`config.mk`:
```
export PLATFORM = sky130hd
export DESIGN_NAME = moving_average_filter
export DESIGN_NICKNAME = d
export VERILOG_FILES = /design/src/rtl/mavg_pkg.sv /design/src/rtl/mavg_store.sv /design/src/rtl/mavg_div.sv /design/src/rtl/moving_average_filter.sv
export SDC_FILE = /design/constraint.sdc
export NUM_CORES = 1
export LEC_CHECK = 0
export CAP_MARGIN = 20
export CELL_PAD_IN_SITES_DETAIL_PLACEMENT = 0
export CELL_PAD_IN_SITES_GLOBAL_PLACEMENT = 1
export CORE_ASPECT_RATIO = 0.9
export CORE_MARGIN = 1.5
export CORE_UTILIZATION = 52
export DETAILED_ROUTE_END_ITERATION = 8
export DONT_BUFFER_PORTS = 1
export GPL_TIMING_DRIVEN = 0
export HOLD_SLACK_MARGIN = 0.08
export PLACE_DENSITY_LB_ADDON = 0.15
export RECOVER_POWER = 25
export SYNTH_ARGS = -nofsm -noshare
export SYNTH_HDL_FRONTEND = slang
export SYNTH_SLANG_ARGS = --single-unit
```
`constraint.sdc`:
```
create_clock -name aclk -period 3.24 [get_ports aclk]
set_input_delay 0 -clock aclk [delete_from_list [all_inputs] [get_ports aclk]]
set_output_delay 0 -clock aclk [all_outputs]
set_load 0.01 [all_outputs]
```
`src/rtl/mavg_pkg.sv`:
```
`default_nettype none

package mavg_pkg;

    // Field widths
    localparam int unsigned SAMPLE_W = 16;
    localparam int unsigned AVG_W    = 20;
    localparam int unsigned WIN_W    = 4;
    localparam int unsigned FRAC_W   = 4;

    // Largest window the 4-bit register can name
    localparam int unsigned WIN_FIELD_MAX = 15;

    localparam logic [WIN_W-1:0] WINDOW_RESET = 4'd3;

    // Sequencer states
    typedef enum logic [2:0] {
        ST_IDLE,
        ST_READ,
        ST_START,
        ST_DIV,
        ST_OUT
    } state_t;

    // Control strobes into the sample store
    typedef struct packed {
        logic rd_en;
        logic wr_en;
        logic clear;
    } store_ctrl_t;

endpackage

`default_nettype wire

```
`src/rtl/mavg_store.sv`:
```
`default_nettype none

module mavg_store import mavg_pkg::*; #(
    parameter int unsigned DEPTH  = 9,
    parameter int unsigned ADDR_W = 4
) (
    input  wire logic                       aclk,
    input  wire logic                       aresetn,
    input  wire store_ctrl_t                ctrl,
    input  wire logic [ADDR_W-1:0]          rd_addr,
    input  wire logic [ADDR_W-1:0]          wr_addr,
    input  wire logic signed [SAMPLE_W-1:0] wr_data,
    output logic signed [SAMPLE_W-1:0]      rd_data
);

    logic signed [SAMPLE_W-1:0] mem [DEPTH];
    logic [DEPTH-1:0]           valid_reg;
    logic [DEPTH-1:0]           valid_next;
    logic signed [SAMPLE_W-1:0] rd_data_reg;
    logic                       rd_valid_reg;

    // Track written entries; clear drops all of them at once
    always_comb begin
        valid_next = valid_reg;
        if (ctrl.clear) begin
            valid_next = '0;
        end else if (ctrl.wr_en) begin
            valid_next[wr_addr] = 1'b1;
        end
    end

    always_ff @(posedge aclk) begin
        if (!aresetn) begin
            valid_reg <= '0;
        end else begin
            valid_reg <= valid_next;
        end
    end

    // Write port
    always_ff @(posedge aclk) begin
        if (ctrl.wr_en) begin
            mem[wr_addr] <= wr_data;
        end
    end

    // Registered read port
    always_ff @(posedge aclk) begin
        if (ctrl.rd_en) begin
            rd_data_reg  <= mem[rd_addr];
            rd_valid_reg <= valid_reg[rd_addr];
        end
    end

    // Unwritten entries read as zero
    assign rd_data = rd_valid_reg ? rd_data_reg : '0;

endmodule

`default_nettype wire

```
`src/rtl/mavg_div.sv`:
```
`default_nettype none

module mavg_div import mavg_pkg::*; #(
    parameter int unsigned DVD_W = 24
) (
    input  wire logic             aclk,
    input  wire logic             aresetn,
    input  wire logic             start,
    input  wire logic [DVD_W-1:0] dividend,
    input  wire logic [WIN_W-1:0] divisor,
    output logic                  busy,
    output logic                  done,
    output logic [DVD_W-1:0]      quotient
);

    localparam int unsigned CNT_W = $clog2(DVD_W + 1);

    logic [DVD_W-1:0] quo_reg, quo_next;
    logic [WIN_W-1:0] rem_reg, rem_next;
    logic [WIN_W-1:0] dvs_reg, dvs_next;
    logic [CNT_W-1:0] cnt_reg, cnt_next;
    logic             busy_reg, busy_next;
    logic             done_reg, done_next;
    logic [WIN_W:0]   shifted;
    logic [WIN_W:0]   diff;
    logic             ge;

    // One restoring step per cycle, quotient bits shift in at the bottom
    always_comb begin
        shifted   = {rem_reg, quo_reg[DVD_W-1]};
        diff      = shifted - {1'b0, dvs_reg};
        ge        = (shifted >= {1'b0, dvs_reg});
        quo_next  = quo_reg;
        rem_next  = rem_reg;
        dvs_next  = dvs_reg;
        cnt_next  = cnt_reg;
        busy_next = busy_reg;
        done_next = 1'b0;
        if (start) begin
            quo_next  = dividend;
            rem_next  = '0;
            dvs_next  = divisor;
            cnt_next  = CNT_W'(DVD_W);
            busy_next = 1'b1;
        end else if (busy_reg) begin
            quo_next = {quo_reg[DVD_W-2:0], ge};
            rem_next = ge ? diff[WIN_W-1:0] : shifted[WIN_W-1:0];
            cnt_next = cnt_reg - 1'b1;
            if (cnt_reg == CNT_W'(1)) begin
                busy_next = 1'b0;
                done_next = 1'b1;
            end
        end
    end

    always_ff @(posedge aclk) begin
        if (!aresetn) begin
            busy_reg <= 1'b0;
            done_reg <= 1'b0;
            cnt_reg  <= '0;
        end else begin
            busy_reg <= busy_next;
            done_reg <= done_next;
            cnt_reg  <= cnt_next;
        end
    end

    always_ff @(posedge aclk) begin
        quo_reg <= quo_next;
        rem_reg <= rem_next;
        dvs_reg <= dvs_next;
    end

    assign busy     = busy_reg;
    assign done     = done_reg;
    assign quotient = quo_reg;

endmodule

`default_nettype wire

```
`src/rtl/moving_average_filter.sv`:
```
// Each beat is read from the store, folded into the sum and written back, then divided by
// the bit-serial divider, one quotient bit per cycle, and placed in the output register;
// the store is read and written once, and no new beat is taken until the last is done.
// A new beat is taken while a finished result still waits in the output register.
// Reset (aresetn, synchronous, active low): window 3, sum and position zero, all stored
// samples read as zero; a window write clears the sum, position and stored samples.
`default_nettype none

module moving_average_filter import mavg_pkg::*; #(
    parameter int unsigned MAX_WINDOW = 9
) (
    input  wire logic                       aclk,
    input  wire logic                       aresetn,
    input  wire logic                       cfg_wr_en,
    input  wire logic [WIN_W-1:0]           cfg_wr_data,
    input  wire logic                       s_valid,
    output logic                            s_ready,
    input  wire logic signed [SAMPLE_W-1:0] s_sample,
    output logic                            m_valid,
    input  wire logic                       m_ready,
    output logic signed [AVG_W-1:0]         m_average
);

    localparam int unsigned POS_W = $clog2(MAX_WINDOW);
    localparam int unsigned SUM_W = SAMPLE_W + $clog2(MAX_WINDOW);
    localparam int unsigned DVD_W = SUM_W + FRAC_W;
    localparam int unsigned CMP_W = POS_W + WIN_W;
    localparam int unsigned WCAP  = (MAX_WINDOW > WIN_FIELD_MAX) ? WIN_FIELD_MAX : MAX_WINDOW;
    localparam logic [WIN_W-1:0] WIN_CAP = WIN_W'(WCAP);

    state_t                     state_reg, state_next;
    logic [WIN_W-1:0]           window_size_reg, window_size_next;
    logic [POS_W-1:0]           pos_reg, pos_next;
    logic signed [SAMPLE_W-1:0] sample_reg, sample_next;
    logic signed [SUM_W-1:0]    sum_reg, sum_next;
    logic                       neg_reg, neg_next;
    logic signed [AVG_W-1:0]    avg_reg, avg_next;
    logic                       m_valid_reg, m_valid_next;

    logic [WIN_W-1:0]           eff_window;
    logic [CMP_W-1:0]           pos_ext;
    logic [CMP_W-1:0]           pos_inc_ext;
    logic [CMP_W-1:0]           win_ext;
    logic [POS_W-1:0]           rd_pos;
    logic signed [SAMPLE_W-1:0] old_sample;
    logic [SUM_W-1:0]           sum_mag;
    logic [AVG_W-1:0]           quo_trunc;

    store_ctrl_t                store_ctrl;
    logic                       div_start;
    logic                       div_busy;
    logic                       div_done;
    logic [DVD_W-1:0]           div_quotient;

    // Window in effect: zero acts as one, clip to the store depth
    always_comb begin
        if (window_size_reg == '0) begin
            eff_window = WIN_W'(1);
        end else if (window_size_reg > WIN_CAP) begin
            eff_window = WIN_CAP;
        end else begin
            eff_window = window_size_reg;
        end
        pos_ext     = CMP_W'(pos_reg);
        pos_inc_ext = pos_ext + CMP_W'(1);
        win_ext     = CMP_W'(eff_window);
        rd_pos      = (pos_ext >= win_ext) ? '0 : pos_reg;
        sum_mag     = sum_reg[SUM_W-1] ? (SUM_W'(0) - sum_reg) : sum_reg;
        quo_trunc   = div_quotient[AVG_W-1:0];
    end

    mavg_store #(
        .DEPTH  (MAX_WINDOW),
        .ADDR_W (POS_W)
    ) u_store (
        .aclk    (aclk),
        .aresetn (aresetn),
        .ctrl    (store_ctrl),
        .rd_addr (rd_pos),
        .wr_addr (pos_reg),
        .wr_data (sample_reg),
        .rd_data (old_sample)
    );

    mavg_div #(
        .DVD_W (DVD_W)
    ) u_div (
        .aclk     (aclk),
        .aresetn  (aresetn),
        .start    (div_start),
        .dividend ({sum_mag, FRAC_W'(0)}),
        .divisor  (eff_window),
        .busy     (div_busy),
        .done     (div_done),
        .quotient (div_quotient)
    );

    // Sequencer: read old sample, update sum and store, divide, hand off
    always_comb begin
        state_next       = state_reg;
        window_size_next = window_size_reg;
        pos_next         = pos_reg;
        sample_next      = sample_reg;
        sum_next         = sum_reg;
        neg_next         = neg_reg;
        avg_next         = avg_reg;
        m_valid_next     = m_valid_reg && !m_ready;
        store_ctrl       = '0;
        div_start        = 1'b0;
        s_ready          = 1'b0;
        unique case (state_reg)
            ST_IDLE: begin
                s_ready = 1'b1;
                if (s_valid) begin
                    sample_next      = s_sample;
                    pos_next         = rd_pos;
                    store_ctrl.rd_en = 1'b1;
                    state_next       = ST_READ;
                end
            end
            ST_READ: begin
                sum_next = sum_reg
                           - {{(SUM_W-SAMPLE_W){old_sample[SAMPLE_W-1]}}, old_sample}
                           + {{(SUM_W-SAMPLE_W){sample_reg[SAMPLE_W-1]}}, sample_reg};
                store_ctrl.wr_en = 1'b1;
                pos_next   = (pos_inc_ext == win_ext) ? '0 : pos_inc_ext[POS_W-1:0];
                state_next = ST_START;
            end
            ST_START: begin
                div_start  = 1'b1;
                neg_next   = sum_reg[SUM_W-1];
                state_next = ST_DIV;
            end
            ST_DIV: begin
                if (div_done) begin
                    state_next = ST_OUT;
                end
            end
            ST_OUT: begin
                if (!m_valid_reg || m_ready) begin
                    avg_next     = neg_reg ? (AVG_W'(0) - quo_trunc) : quo_trunc;
                    m_valid_next = 1'b1;
                    state_next   = ST_IDLE;
                end
            end
            default: begin
                state_next = ST_IDLE;
            end
        endcase
        // Window write clears the history
        if (cfg_wr_en) begin
            window_size_next = cfg_wr_data;
            sum_next         = '0;
            pos_next         = '0;
            store_ctrl.clear = 1'b1;
        end
    end

    always_ff @(posedge aclk) begin
        if (!aresetn) begin
            state_reg       <= ST_IDLE;
            window_size_reg <= WINDOW_RESET;
            pos_reg         <= '0;
            sum_reg         <= '0;
            m_valid_reg     <= 1'b0;
        end else begin
            state_reg       <= state_next;
            window_size_reg <= window_size_next;
            pos_reg         <= pos_next;
            sum_reg         <= sum_next;
            m_valid_reg     <= m_valid_next;
        end
    end

    always_ff @(posedge aclk) begin
        sample_reg <= sample_next;
        neg_reg    <= neg_next;
        avg_reg    <= avg_next;
    end

    assign m_valid   = m_valid_reg;
    assign m_average = avg_reg;

`ifndef SYNTHESIS
    // Write position stays inside the window while waiting for a beat
    a_pos_in_window: assert property (@(posedge aclk) disable iff (!aresetn)
        state_reg == ST_IDLE |-> pos_ext < win_ext)
        else $error("write position outside window");

    // Divider finishes only while the sequencer waits for it
    a_done_in_div: assert property (@(posedge aclk) disable iff (!aresetn)
        div_done |-> state_reg == ST_DIV)
        else $error("divider done outside divide state");

    // No new beat while a division is in flight
    a_no_accept_busy: assert property (@(posedge aclk) disable iff (!aresetn)
        div_busy |-> !s_ready)
        else $error("input ready while divider busy");

    // Store read and write never share a cycle
    a_store_port: assert property (@(posedge aclk) disable iff (!aresetn)
        !(store_ctrl.rd_en && store_ctrl.wr_en))
        else $error("store read and write in the same cycle");
`endif

endmodule

`default_nettype wire

```
==> impl_metrics.sql <==
INSERT INTO impl_metrics (metric_group, metric, value, unit) VALUES
('outcome', 'outcome', 'completed', ''),
('clock_network', 'numCtsBuffers', '29', ''),
('yosys', 'syn-instance-count', '1087', ''),
('route', 'number_of_iterations_in_the_first_detailed_routing_pass', '5', ''),
('sta', 'hold_viol', '0', ''),
('yosys', 'yosys_register_bits', '278', ''),
('grt', 'groute.usage.overall', '0.2350', ''),
('pwr', 'p_per_area', '614.5', 'nW/um^2'),
('placement', 'hpwl_reported_at_the_end_of_detailed_placement', '20350', 'um'),
('hold_path', 'min_delay_worst_endpoint', 'sample_reg[3]$_DFFE_PP_', ''),
('yosys', 'synth.most_common_cell', 'edfxtp_1', ''),
('sta', 'max_slew.worst_pin.slew', '1.062', 'ns'),
('finish', 'finish.net_count', '1265', ''),
('clock_network', 'clock_tree.buffer_depth', '3', ''),
('yosys', 'postSynthNetCount', '1169', ''),
('sta', 'skew', '0.01193', 'ns'),
('clock_network', 'cts_root_buffer', 'clkbuf_16', ''),
('sta', 'rsz0062_at_grt', 'yes', ''),
('finish', 'largest_register_ffs', '144', ''),
('route', 'postRouteAntennaNets', '0', ''),
('sta', 'setup_total_negative_slack', '0', 'ns'),
('route', 'route.final.wire_length', '29730', 'um'),
('sta', 'finalCriticalPeriod', '3.161', 'ns'),
('yosys', 'post-synth-top-area-fraction', '0.5083', ''),
('yosys', 'synth_cell_types', '72', ''),
('floorplan', 'core_region_area', '24530', 'sq um'),
('floorplan', 'fp.dieH', '153.7', 'um'),
('route', 'dr.first_iter.drc_count', '827', ''),
('yosys', 'ys_async_sr_fraction', '0', ''),
('pwr', 'static_leakage', '5.440', 'nW'),
('finish', 'regMostFlops', 'u_store.mem', ''),
('yosys', 'synth_top_flop_cell', 'edfxtp_1', ''),
('placement', 'place.gp.congestion', '0.8350', ''),
('placement', 'placement.io_buffers', '0', ''),
('critical_path', 'reg2reg_depth', '12', ''),
('route', 'via_count', '8722', ''),
('placement', 'post_dp_area', '13580', 'sq um'),
('clock_network', 'ctsHtreeMaxLevel', '1', ''),
('route', 'remaining_drc_errors', '0', ''),
('grt', 'grt_antenna_before_repair', '0', ''),
('clock_network', 'cts_tree', 'yes', ''),
('finish', 'post-route-util', '0.6306', ''),
('yosys', 'avgSynthCellArea', '12.07', 'sq um'),
('hold_path', 'worstHoldPathType', 'in -> reg', ''),
('clock_network', 'clk_pin_slew_worst_paths', '0.07', 'ns'),
('sta', 'report.final.slew_viol_count', '0', ''),
('sta', 'layout_worst_path_cycle_share', '0.9756', ''),
('grt', 'largest_net_degree_at_the_start_of_global_routing', '34', ''),
('floorplan', 'dieArea', '26190', 'sq um'),
('route', 'dr_wl_cell', '19.28', 'um'),
('critical_path', 'critical_path_required', '3.72', 'ns'),
('hold_path', 'hold_path_startpoint', 's_sample[3]', ''),
('floorplan', 'floorplan.io_pins', '47', ''),
('critical_path', 'ff2ff_setup_slack', '0.08', 'ns'),
('pwr', 'vdd_ir_drop_max', '0.4670', 'mV'),
('placement', 'placed_cells_incl_taps', '1425', ''),
('yosys', 'netlist_top_cells_area', 'edfxtp_1 51%, dfxtp_1 8.5%, ha_1 3.5%', ''),
('critical_path', 'rr_startpoint', 'u_store.rd_valid_reg$_DFFE_PP_', ''),
('clock_network', 'tritoncts_num_sinks', '278', ''),
('finish', 'stdcell_count', '1542', ''),
('critical_path', 'crit_path_end_kind', 'flop', ''),
('grt', 'wire_length_of_the_first_global_routing_pass', '47330', 'um'),
('floorplan', 'initial_core_util', '0.5348', ''),
('critical_path', 'reg2reg_to', 'sum_reg[19]$_SDFFE_PP0P_', ''),
('finish', 'areaGrowthSynthToFinish', '17.91', '%'),
('grt', 'vias_in_the_first_global_route', '8407', ''),
('sta', 'final-setup-viol-count', '0', ''),
('hold_path', 'worst_hold_path.num_cells', '1', ''),
('yosys', 'synth_seq_area_share', '0.5937', ''),
('finish', 'fraction_of_final_layout_cells_with_drive_strength_greater_than_1', '0.1327', ''),
('sta', 'max_freq', '316.4', 'MHz');
repair_timing:
| item | in CTS | in global routing |
|---|---|---|
| endpoints found under the hold margin | 68 | 0 |
| hold buffers | 44 | 0 |
| resized for setup | 27 | 40 |
| endpoints found under the setup margin | 26 | 19 |
| pin swaps | 6 | 14 |
| gates cloned | 0 | 0 |
| setup buffers | 8 | 13 |
power breakdown:
group / total (W) / internal [W] / switching [W]
sequential: 0.00422 / 0.00407 / 0.000152
clock: 0.00355 / 0.00219 / 0.00136
combinational: 0.00173 / 0.000721 / 0.00101
final cells by class:
cell class / instances / area [sq um]
fillers: 1969 / 9060
flip-flops and latches: 278 / 7789
multi-input cells: 665 / 5031
clock buffers: 32 / 737.0
repair buffers: 67 / 629.4
well taps: 336 / 420.4
inverters: 96 / 360.3
clock inverters: 22 / 287.8
plain buffers: 46 / 211.5
how the worst max path moves through the flow:
stage	from	endpoint	slack (ns)	depth (start not counted)
finish	u_store.rd_valid_reg$_DFFE_PP_	sum_reg[19]$_SDFFE_PP0P_	0.08	12
global route	u_store.rd_valid_reg$_DFFE_PP_	sum_reg[19]$_SDFFE_PP0P_	-0.06	11
CTS	u_store.rd_valid_reg$_DFFE_PP_	sum_reg[19]$_SDFFE_PP0P_	0.008	13
detailed placement	window_size_reg[1]$_SDFFE_PN1P_	u_store.rd_data_reg[14]$_DFFE_PP_	-0.36	10
global placement	state_reg[2]$_SDFFE_PN0P_	u_store.mem[8][0]$_DFFE_PP_	-0.69	5
floorplan	u_store.rd_valid_reg$_DFFE_PP_	sum_reg[19]$_SDFFE_PP0P_	0.26	13
kinds of logic (layout without fill, tap and decap cells):
kind of cell	Yosys count	in the layout	synth area share
flops	278	278	0.5937
mux	36	36	0.03768
compound gates	211	211	0.1094
fa+ha+maj	57	57	0.06582
xor+xnor	52	52	0.03472
buf+inv	144	263	0.04312
simple gates	309	309	0.1155
stage by stage:
step | power, W | hold WS, ns
2_1_floorplan | 0.005380 | 0.09887
3_3_place_gp | 0.005749 | 0.09892
3_5_place_dp | 0.005768 | 0.09891
4_1_cts | 0.009413 | 0.08770
5_1_grt | 0.009930 | 0.08647
6_report | 0.009505 | 0.1009
placed cells by master (no fill, tap or decap), types with 16 or more instances in the layout:
cell / count
and2_1: 25
xnor2_1: 44
buf_4: 21
nor3_1: 17
a21oi_2: 16
nand2_1: 85
inv_1: 93
o21ai_0: 40
a21oi_1: 26
mux2i_1: 19
clkbuf_16: 29
nand3_1: 39
o22ai_1: 21
ha_1: 27
fa_1: 20
edfxtp_1: 222
clkbuf_1: 27
dfxtp_1: 55
nor2_1: 66
dlygate4sd3_1: 44
layer usage:
layer,wire length (um),up-vias,GRT usage,part of all wire
li1,-,4167,-,-
met1,14070,4272,0.3562,0.47
met2,13210,244,0.3540,0.44
met3,1883,39,0.04402,0.063
met4,563,0,0.04846,0.019
met5,0,-,0,0
critical path, stage by stage, from the launching register on:
cell,delay (ns)
edfxtp_1,0.46
buf_4,0.19
and2_1,0.16
fa_1,0.48
inv_1,0.04
ha_1,0.31
buf_2,0.19
a21oi_2,0.21
o21a_1,0.19
a21oi_2,0.07
o21a_1,0.18
or4_1,0.48
a21oi_2,0.14
Power figures use the tool's default switching activity.
